===== src/design/spq_pkg.sv =====
// Shared types for the sorted priority queue: operation codes and control structs.
// No dependencies.
package spq_pkg;

	typedef enum logic [1:0] {
		OP_INSERT = 2'd0,
		OP_REMOVE = 2'd1,
		OP_PEEK   = 2'd2,
		OP_CLEAR  = 2'd3
	} op_t;

	typedef struct packed {
		logic ok;
		logic is_empty;
		logic is_full;
	} flags_t;

	// top -> sequencer
	typedef struct packed {
		logic start;
		logic take;
		op_t  op;
	} cmd_t;

	// sequencer -> top
	typedef struct packed {
		logic   idle;
		logic   done;
		flags_t flags;
	} stat_t;

endpackage


===== src/design/spq_if.sv =====
// Valid/ready channel interfaces for the sorted priority queue request and response.
// No dependencies.
interface spq_req_if #(
	parameter int DATA_WIDTH = 32,
	parameter int PRIO_WIDTH = 16
) ();
	logic                         valid;
	logic                         ready;
	logic [1:0]                   operation;
	logic [DATA_WIDTH-1:0]        item_data;
	logic signed [PRIO_WIDTH-1:0] item_priority;

	modport source (output valid, output operation, output item_data, output item_priority,
		input ready);
	modport sink (input valid, input operation, input item_data, input item_priority,
		output ready);
endinterface

interface spq_rsp_if #(
	parameter int DATA_WIDTH = 32,
	parameter int PRIO_WIDTH = 16
) ();
	logic                         valid;
	logic                         ready;
	logic [DATA_WIDTH-1:0]        out_data;
	logic signed [PRIO_WIDTH-1:0] out_priority;
	logic                         ok;
	logic                         is_empty;
	logic                         is_full;

	modport source (output valid, output out_data, output out_priority, output ok,
		output is_empty, output is_full, input ready);
	modport sink (input valid, input out_data, input out_priority, input ok,
		input is_empty, input is_full, output ready);
endinterface


===== src/design/spq_mem.sv =====
// Entry store: one write port, one read port with registered read data.
// No dependencies.
module spq_mem #(
	parameter int DEPTH = 16,
	parameter int WIDTH = 48
) (
	input  logic                     clk,
	input  logic                     we,
	input  logic [$clog2(DEPTH)-1:0] waddr,
	input  logic [WIDTH-1:0]         wdata,
	input  logic [$clog2(DEPTH)-1:0] raddr,
	output logic [WIDTH-1:0]         rdata
);
	logic [WIDTH-1:0] mem [DEPTH];

	always_ff @(posedge clk) begin
		if (we) begin
			mem[waddr] <= wdata;
		end
		rdata <= mem[raddr];
	end
endmodule


===== src/design/spq_ctrl.sv =====
// Sequencer for the sorted priority queue: walks the entry store one entry per
// cycle with a single priority comparator. Depends on spq_pkg and spq_mem.
module spq_ctrl #(
	parameter int CAPACITY   = 16,
	parameter int DATA_WIDTH = 32,
	parameter int PRIO_WIDTH = 16
) (
	input  logic                         clk,
	input  logic                         arst_n,
	input  spq_pkg::cmd_t                cmd,
	input  logic [DATA_WIDTH-1:0]        item_data,
	input  logic signed [PRIO_WIDTH-1:0] item_priority,
	output spq_pkg::stat_t               stat,
	output logic [DATA_WIDTH-1:0]        res_data,
	output logic signed [PRIO_WIDTH-1:0] res_priority
);
	import spq_pkg::*;

	localparam int AW = $clog2(CAPACITY);
	localparam int CW = $clog2(CAPACITY + 1);
	localparam int EW = DATA_WIDTH + PRIO_WIDTH;
	localparam logic [CW-1:0] CAP_C = CW'(CAPACITY);
	localparam logic [CW-1:0] ONE_C = CW'(1);
	localparam logic [AW-1:0] ONE_A = AW'(1);

	typedef enum logic [2:0] {
		S_IDLE,
		S_INS_CMP,
		S_INS_PUT,
		S_HEAD,
		S_SHIFT,
		S_DONE
	} state_t;

	state_t                       state_q;
	op_t                          op_q;
	logic [CW-1:0]                cnt_q;
	logic [AW-1:0]                ptr_q;
	logic [DATA_WIDTH-1:0]        data_q;
	logic signed [PRIO_WIDTH-1:0] prio_q;
	logic                         ok_q;
	logic [DATA_WIDTH-1:0]        res_data_q;
	logic signed [PRIO_WIDTH-1:0] res_prio_q;

	logic                         we;
	logic [AW-1:0]                waddr;
	logic [EW-1:0]                wdata;
	logic [AW-1:0]                raddr;
	logic [EW-1:0]                rdata;
	logic [DATA_WIDTH-1:0]        rd_data;
	logic signed [PRIO_WIDTH-1:0] rd_prio;
	logic                         rd_lower;
	logic [CW-1:0]                cnt_dec;
	logic [CW-1:0]                ptr_ext;

	spq_mem #(
		.DEPTH(CAPACITY),
		.WIDTH(EW)
	) u_mem (
		.clk  (clk),
		.we   (we),
		.waddr(waddr),
		.wdata(wdata),
		.raddr(raddr),
		.rdata(rdata)
	);

	assign rd_data  = rdata[DATA_WIDTH-1:0];
	assign rd_prio  = rdata[EW-1:DATA_WIDTH];
	assign rd_lower = rd_prio < prio_q;  // the shared comparator
	assign cnt_dec  = cnt_q - ONE_C;
	assign ptr_ext  = CW'(ptr_q);

	// store port control
	always_comb begin
		we    = 1'b0;
		waddr = ptr_q;
		wdata = {prio_q, data_q};
		raddr = '0;
		case (state_q)
			S_IDLE: begin
				if (cmd.start && cmd.op == OP_INSERT) begin
					if (cnt_q == '0) begin
						we    = 1'b1;
						waddr = '0;
						wdata = {item_priority, item_data};
					end else begin
						raddr = cnt_dec[AW-1:0];  // tail entry
					end
				end
			end
			S_INS_CMP: begin
				we = 1'b1;
				if (rd_lower) begin
					wdata = rdata;
					raddr = ptr_q - ONE_A - ONE_A;
				end
			end
			S_INS_PUT: begin
				we = 1'b1;
			end
			S_HEAD: begin
				raddr = ONE_A;
			end
			S_SHIFT: begin
				we    = 1'b1;
				waddr = ptr_q - ONE_A;
				wdata = rdata;
				raddr = ptr_q + ONE_A;
			end
			default: begin
			end
		endcase
	end

	always_ff @(posedge clk or negedge arst_n) begin
		if (!arst_n) begin
			state_q <= S_IDLE;
			cnt_q   <= '0;
			ok_q    <= 1'b0;
			op_q    <= OP_INSERT;
		end else begin
			case (state_q)
				S_IDLE: begin
					if (cmd.start) begin
						op_q       <= cmd.op;
						data_q     <= item_data;
						prio_q     <= item_priority;
						res_data_q <= '0;
						res_prio_q <= '0;
						ok_q       <= 1'b0;
						case (cmd.op)
							OP_INSERT: begin
								if (cnt_q == CAP_C) begin
									state_q <= S_DONE;
								end else if (cnt_q == '0) begin
									cnt_q   <= cnt_q + ONE_C;
									ok_q    <= 1'b1;
									state_q <= S_DONE;
								end else begin
									ptr_q   <= cnt_q[AW-1:0];
									state_q <= S_INS_CMP;
								end
							end
							OP_REMOVE, OP_PEEK: begin
								if (cnt_q == '0) begin
									state_q <= S_DONE;
								end else begin
									state_q <= S_HEAD;
								end
							end
							default: begin
								cnt_q   <= '0;
								ok_q    <= 1'b1;
								state_q <= S_DONE;
							end
						endcase
					end
				end
				S_INS_CMP: begin
					if (rd_lower) begin
						ptr_q <= ptr_q - ONE_A;
						if (ptr_q == ONE_A) begin
							state_q <= S_INS_PUT;
						end
					end else begin
						cnt_q   <= cnt_q + ONE_C;
						ok_q    <= 1'b1;
						state_q <= S_DONE;
					end
				end
				S_INS_PUT: begin
					cnt_q   <= cnt_q + ONE_C;
					ok_q    <= 1'b1;
					state_q <= S_DONE;
				end
				S_HEAD: begin
					res_data_q <= rd_data;
					res_prio_q <= rd_prio;
					ok_q       <= 1'b1;
					if (op_q == OP_PEEK) begin
						state_q <= S_DONE;
					end else if (cnt_q == ONE_C) begin
						cnt_q   <= cnt_dec;
						state_q <= S_DONE;
					end else begin
						ptr_q   <= ONE_A;
						state_q <= S_SHIFT;
					end
				end
				S_SHIFT: begin
					if (ptr_ext == cnt_dec) begin
						cnt_q   <= cnt_dec;
						state_q <= S_DONE;
					end else begin
						ptr_q <= ptr_q + ONE_A;
					end
				end
				S_DONE: begin
					if (cmd.take) begin
						state_q <= S_IDLE;
					end
				end
				default: begin
					state_q <= S_IDLE;
				end
			endcase
		end
	end

	assign stat.idle           = (state_q == S_IDLE);
	assign stat.done           = (state_q == S_DONE);
	assign stat.flags.ok       = ok_q;
	assign stat.flags.is_empty = (cnt_q == '0);
	assign stat.flags.is_full  = (cnt_q == CAP_C);
	assign res_data            = res_data_q;
	assign res_priority        = res_prio_q;
endmodule


===== src/design/sorted_priority_queue.sv =====
// Sorted priority queue of CAPACITY entries, highest priority at the head and equal
// priorities served first in, first out. One operation is handled at a time; request
// ready is high only while the sequencer is idle, and the response sits in an output
// register so the next request can be taken while the last response waits. Clear, a full
// insert, an empty remove/peek and an insert into an empty queue go straight to the
// response; peek reads the head; an insert moves each lower-priority entry one place
// toward the tail; a remove reads the head and, with two or more entries, shifts the
// rest one place toward the head. The entry store (one write port, one registered read
// port) is walked one entry per cycle by one priority comparator.
// Depends on spq_pkg, spq_if, spq_ctrl, spq_mem.
module sorted_priority_queue #(
	parameter int CAPACITY   = 16,
	parameter int DATA_WIDTH = 32,
	parameter int PRIO_WIDTH = 16
) (
	input  logic      clk,
	input  logic      arst_n,
	spq_req_if.sink   request,
	spq_rsp_if.source response
);
	import spq_pkg::*;

	cmd_t                         cmd;
	stat_t                        stat;
	logic [DATA_WIDTH-1:0]        res_data;
	logic signed [PRIO_WIDTH-1:0] res_priority;

	// response register
	logic                         out_valid_q;
	logic [DATA_WIDTH-1:0]        out_data_q;
	logic signed [PRIO_WIDTH-1:0] out_prio_q;
	flags_t                       out_flags_q;

	// a request transfers only while the sequencer is idle
	assign request.ready = stat.idle;
	assign cmd.start     = request.valid && stat.idle;
	assign cmd.op        = op_t'(request.operation);
	// finished result moves into the response register once it is free or draining
	assign cmd.take      = stat.done && (!out_valid_q || response.ready);

	spq_ctrl #(
		.CAPACITY  (CAPACITY),
		.DATA_WIDTH(DATA_WIDTH),
		.PRIO_WIDTH(PRIO_WIDTH)
	) u_ctrl (
		.clk          (clk),
		.arst_n       (arst_n),
		.cmd          (cmd),
		.item_data    (request.item_data),
		.item_priority(request.item_priority),
		.stat         (stat),
		.res_data     (res_data),
		.res_priority (res_priority)
	);

	always_ff @(posedge clk or negedge arst_n) begin
		if (!arst_n) begin
			out_valid_q <= 1'b0;
		end else if (cmd.take) begin
			out_valid_q <= 1'b1;
		end else if (response.ready) begin
			out_valid_q <= 1'b0;
		end
	end

	// payload, no reset needed
	always_ff @(posedge clk) begin
		if (cmd.take) begin
			out_data_q  <= res_data;
			out_prio_q  <= res_priority;
			out_flags_q <= stat.flags;
		end
	end

	assign response.valid        = out_valid_q;
	assign response.out_data     = out_data_q;
	assign response.out_priority = out_prio_q;
	assign response.ok           = out_flags_q.ok;
	assign response.is_empty     = out_flags_q.is_empty;
	assign response.is_full      = out_flags_q.is_full;
endmodule


===== src/flat_wrapper.sv =====
// flat-port wrapper written by rule: the top's interface ports become plain ports
module sorted_priority_queue_flat import spq_pkg::*;
#(
	parameter int CAPACITY   = 16,
	parameter int DATA_WIDTH = 32,
	parameter int PRIO_WIDTH = 16
)
  (clk, arst_n, request_valid, request_operation, request_item_data, request_item_priority, request_ready, response_valid, response_out_data, response_out_priority, response_ok, response_is_empty, response_is_full, response_ready);
  spq_req_if #(.DATA_WIDTH(DATA_WIDTH), .PRIO_WIDTH(PRIO_WIDTH)) request_i ();
  spq_rsp_if #(.DATA_WIDTH(DATA_WIDTH), .PRIO_WIDTH(PRIO_WIDTH)) response_i ();
  input  logic clk;
  input  logic arst_n;
  input wire logic [$bits(request_i.valid)-1:0] request_valid;
  input wire logic [$bits(request_i.operation)-1:0] request_operation;
  input wire logic [$bits(request_i.item_data)-1:0] request_item_data;
  input wire logic [$bits(request_i.item_priority)-1:0] request_item_priority;
  output wire logic [$bits(request_i.ready)-1:0] request_ready;
  output wire logic [$bits(response_i.valid)-1:0] response_valid;
  output wire logic [$bits(response_i.out_data)-1:0] response_out_data;
  output wire logic [$bits(response_i.out_priority)-1:0] response_out_priority;
  output wire logic [$bits(response_i.ok)-1:0] response_ok;
  output wire logic [$bits(response_i.is_empty)-1:0] response_is_empty;
  output wire logic [$bits(response_i.is_full)-1:0] response_is_full;
  input wire logic [$bits(response_i.ready)-1:0] response_ready;
  assign request_i.valid = request_valid;
  assign request_i.operation = request_operation;
  assign request_i.item_data = request_item_data;
  assign request_i.item_priority = request_item_priority;
  assign request_ready = request_i.ready;
  assign response_valid = response_i.valid;
  assign response_out_data = response_i.out_data;
  assign response_out_priority = response_i.out_priority;
  assign response_ok = response_i.ok;
  assign response_is_empty = response_i.is_empty;
  assign response_is_full = response_i.is_full;
  assign response_i.ready = response_ready;
  sorted_priority_queue #(.CAPACITY(CAPACITY), .DATA_WIDTH(DATA_WIDTH), .PRIO_WIDTH(PRIO_WIDTH)) u_core (.clk(clk), .arst_n(arst_n), .request(request_i), .response(response_i));
endmodule

===== config.mk =====
export PLATFORM = sky130hd
export DESIGN_NAME = sorted_priority_queue_flat
export DESIGN_NICKNAME = d
export VERILOG_FILES = /design/src/design/spq_pkg.sv /design/src/design/spq_if.sv /design/src/design/spq_mem.sv /design/src/design/spq_ctrl.sv /design/src/design/sorted_priority_queue.sv /design/src/flat_wrapper.sv
export SDC_FILE = /design/constraint.sdc
export NUM_CORES = 1
export LEC_CHECK = 0
export BUFFER_PORTS_ARGS = -buffer_cell sky130_fd_sc_hd__buf_4
export CAP_MARGIN = 20
export CORE_UTILIZATION = 55
export CTS_CLUSTER_DIAMETER = 60
export DETAILED_ROUTE_END_ITERATION = 10
export GPL_TIMING_DRIVEN = 1
export PLACE_DENSITY = 0.8
export SYNTH_ARGS = -nofsm -noshare
export SYNTH_HDL_FRONTEND = slang
export SYNTH_SLANG_ARGS = --single-unit

===== constraint.sdc =====
create_clock -name clk -period 5.6 [get_ports clk]
set_clock_uncertainty 0.2 [all_clocks]
set_input_delay 0 -clock clk [delete_from_list [all_inputs] [get_ports clk]]
set_output_delay 0 -clock clk [all_outputs]
set_load 0.1 [all_outputs]

==> results.sh <==
export IMPL_critPathArrivalTime_ns=5.01
export IMPL_syn_inst=2168
export IMPL_htree_num_levels=3
export IMPL_grt_overflow_total=0
export IMPL_area_growth_pct=15.70
export IMPL_maxCapViolCount=0
export IMPL_tritoncts="built"
export IMPL_layout_nets=2467
export IMPL_dr_pass1_iters=6
export IMPL_antenna_cells=0
export IMPL_drive_gt1_share_pct=13.72
export IMPL_synth_area_top_cells="edfxtp_1 73%, mux2i_1 10%, o22ai_1 3.2%, dfxtp_1 2.5%, a222oi_1 1.2%"
export IMPL_period_minus_slack_ns=4.683
export IMPL_yosys_warnings=0
export IMPL_critPathCaptureType="flip-flop"
export IMPL_clk_path_buf_depth=3
export IMPL_finalSetupTns_ns=0
export IMPL_drtAntennaViolNets=0
export IMPL_synth_area_leader_cell="edfxtp_1"
export IMPL_ir_drop_uv=758.2
export IMPL_ys_ff_latch=979
export IMPL_grt_max_degree=97
export IMPL_grt_pass1_wl_um=133000
export IMPL_dieArea_mm2=0.06975
export IMPL_dp_hpwl_um=44250
export IMPL_rsz0062_at_grt="false"
export IMPL_timing_final_ws_setup_ns=0.9167
export IMPL_multiInputGateArea_mm2=0.008145
export IMPL_synth_top_cell_area_share_pct=73.04
export IMPL_leakage_uw=0.01715
export IMPL_cts_buffers=94
export IMPL_tightest_slew_ns=1.074
export IMPL_first_iter_violations=3119
export IMPL_p_per_area_mw_per_mm2=642.7
export IMPL_routedWlPerCell_um=27.26
export IMPL_cp_start_kind="flip-flop"
export IMPL_yosysSeqAreaShare_pct=76.38
export IMPL_std_cell_rows=95
export IMPL_slew_headroom_pct=28.40
export IMPL_layout_commonest_cell="edfxtp_1"
export IMPL_timing_fmax_ghz=0.2135
export IMPL_hold_viol=0
export IMPL_fin_area_mm2=0.04371
export IMPL_maxSlewViolCount=0
export IMPL_vias=21470
export IMPL_synth_edf_count=919
export IMPL_cp_data_required_time_ns=5.92
export IMPL_crit_type="flip-flop to flip-flop"
export IMPL_clk_pin_slew_worst_paths_ns=0.06
export IMPL_rrSetupSlack_ns=0.92
export IMPL_first_global_vias=21460
export IMPL_fillers=4394
export IMPL_wirelength_um=91170
export IMPL_io_pins=107
export IMPL_syn_nets=2245
export IMPL_syn_cell_area_mm2=0.03778
export IMPL_place_ws_ns=1.102
export IMPL_hold_path_class="primary input to flip-flop"
export IMPL_gp_congestion=0.8667
export IMPL_synthFlopType="edfxtp_1"
export IMPL_antenna_found_initial=3
export IMPL_finalSetupViolations=0
export IMPL_grt_usage_pct=25.83
export IMPL_register_area_mm2=0.02886
export IMPL_most_common_layout_cells="919 x edfxtp_1, 385 x mux2i_1, 196 x o22ai_1"
export IMPL_drc=0
export IMPL_fp_dieW_um=264.1
export IMPL_worstSkewPairLatency_ns=0.65
export IMPL_ys_async_sr_fraction_pct=1.226
export IMPL_port_buffers=106
export IMPL_status="finished, final reports clean"
export IMPL_ys_types=68
export IMPL_placed_area_mm2=0.03966
export IMPL_viasPerCell=6.419
export IMPL_clock_sinks=979
export IMPL_post_cts_setup_buffers=0
export IMPL_avgSynthCellArea_um2=17.43
export IMPL_start_util_pct=55.96
export IMPL_cp_max_fo=96
export IMPL_die_y_um=264.1
export IMPL_coreArea_mm2=0.06751
export IMPL_period_share_pct=83.63
export IMPL_root_buffer="clkbuf_16"
## registers in the layout, summed over array words and instances, names as in the netlist
register / cells
u_core.response.out_priority: 16
u_core.response.ok: 1
u_core.response.is_empty: 1
u_core.u_ctrl.u_mem.rdata: 48
u_core.response.out_data: 32
u_core.response.is_full: 1
u_core.response.valid: 1
u_core.u_ctrl.prio_q: 16
u_core.u_ctrl.res_data: 32
u_core.u_ctrl.ptr_q: 4
u_core.u_ctrl.ok_q: 1
u_core.u_ctrl.op_q: 2
u_core.u_ctrl.res_priority: 16
u_core.u_ctrl.state_q: 3
u_core.u_ctrl.u_mem.mem: 768
u_core.u_ctrl.data_q: 32
u_core.u_ctrl.cnt_q: 5
## report_power, final
group	switching [uW]	internal, uW	total (uW)
clock network	2650	3490	6140
registers	599	11000	11600
logic	7240	3150	10400
## per-stage QoR
stage,power (uW),utilization (%),hold WS [ns],cells
CTS,27970,64.75,0.06471,3344
global placement,21300,58.75,-0.3394,3063
detailed placement,21750,58.75,-0.3319,3063
floorplan,18730,-,-0.4956,2168
finish,28090,64.75,0.09445,3344
global route,29060,64.75,0.08994,3344
## per-layer routing
layer	wire length [um]	GRT usage (%)
met1	34390	34.88
met2	44190	42.12
met3	9943	4.866
met5	8	0
met4	2636	9.381
## layout make-up
cell class / instances / share of cell area (%)
inverters: 75 / 0.6440
clock inverters: 47 / 0.8501
repair buffers: 250 / 5.318
flip-flops and latches: 979 / 66.02
well taps: 873 / 2.499
multi-input cells: 990 / 18.63
clock buffers: 130 / 6.039
## cell families after synthesis
logic type | Yosys count | synth area share (%)
compound gates | 329 | 6.150
xor+xnor | 14 | 0.3246
buf+inv | 199 | 2.600
simple gates | 238 | 3.557
mux | 385 | 10.20
fa+ha+maj | 24 | 0.7882
flops | 979 | 76.38
## path summary, 6_finish.rpt
| check | start | cells after the start | to |
|---|---|---|---|
| worst min-delay path | response_ready | 4 | u_core.response.valid |
| max in group asynchronous | arst_n | 3 | u_core.u_ctrl.state_q[1] |
| worst min register to register | u_core.u_ctrl.res_priority[5] | 0 | u_core.response.out_priority[5] |
| worst max register to register | u_core.u_ctrl.state_q[2] | 11 | u_core.u_ctrl.u_mem.rdata[14] |
| worst max-delay path | u_core.u_ctrl.state_q[2] | 11 | u_core.u_ctrl.u_mem.rdata[14] |
| min in group asynchronous | arst_n | 3 | u_core.u_ctrl.state_q[2] |
## synth_stat cells, types with 9 or more instances
| master | instances |
|---|---|
| o21ai_0 | 18 |
| dfxtp_1 | 48 |
| or4_1 | 48 |
| o22ai_1 | 196 |
| nor2_1 | 45 |
| buf_4 | 11 |
| buf_2 | 41 |
| ha_1 | 23 |
| buf_1 | 9 |
| a222oi_1 | 47 |
| nand2b_1 | 9 |
| edfxtp_1 | 919 |
| xnor2_1 | 9 |
| dfrtp_1 | 12 |
| mux2i_1 | 385 |
| nand2_1 | 40 |
| buf_6 | 19 |
| clkbuf_1 | 44 |
| nor3_1 | 10 |
| a21oi_1 | 20 |
| and3_1 | 52 |
| inv_1 | 73 |
## worst max-delay path, stage by stage (launching register included)
cell and delay, ns:
dfrtp_1 0.88, nand2b_1 0.45, nor2_1 0.10, and3_1 0.20
o211ai_2 0.12, nand3_2 0.17, a311oi_4 0.43, buf_12 0.30
buf_12 0.53, mux2i_1 0.34, o22ai_1 0.14, or4_1 0.53
## what timing repair did
item	in CTS	in global routing
gates resized for setup	0	0
hold buffers	104	0
hold endpoints to repair	828	0
Note: power is estimated with default switching activity, not from simulation.
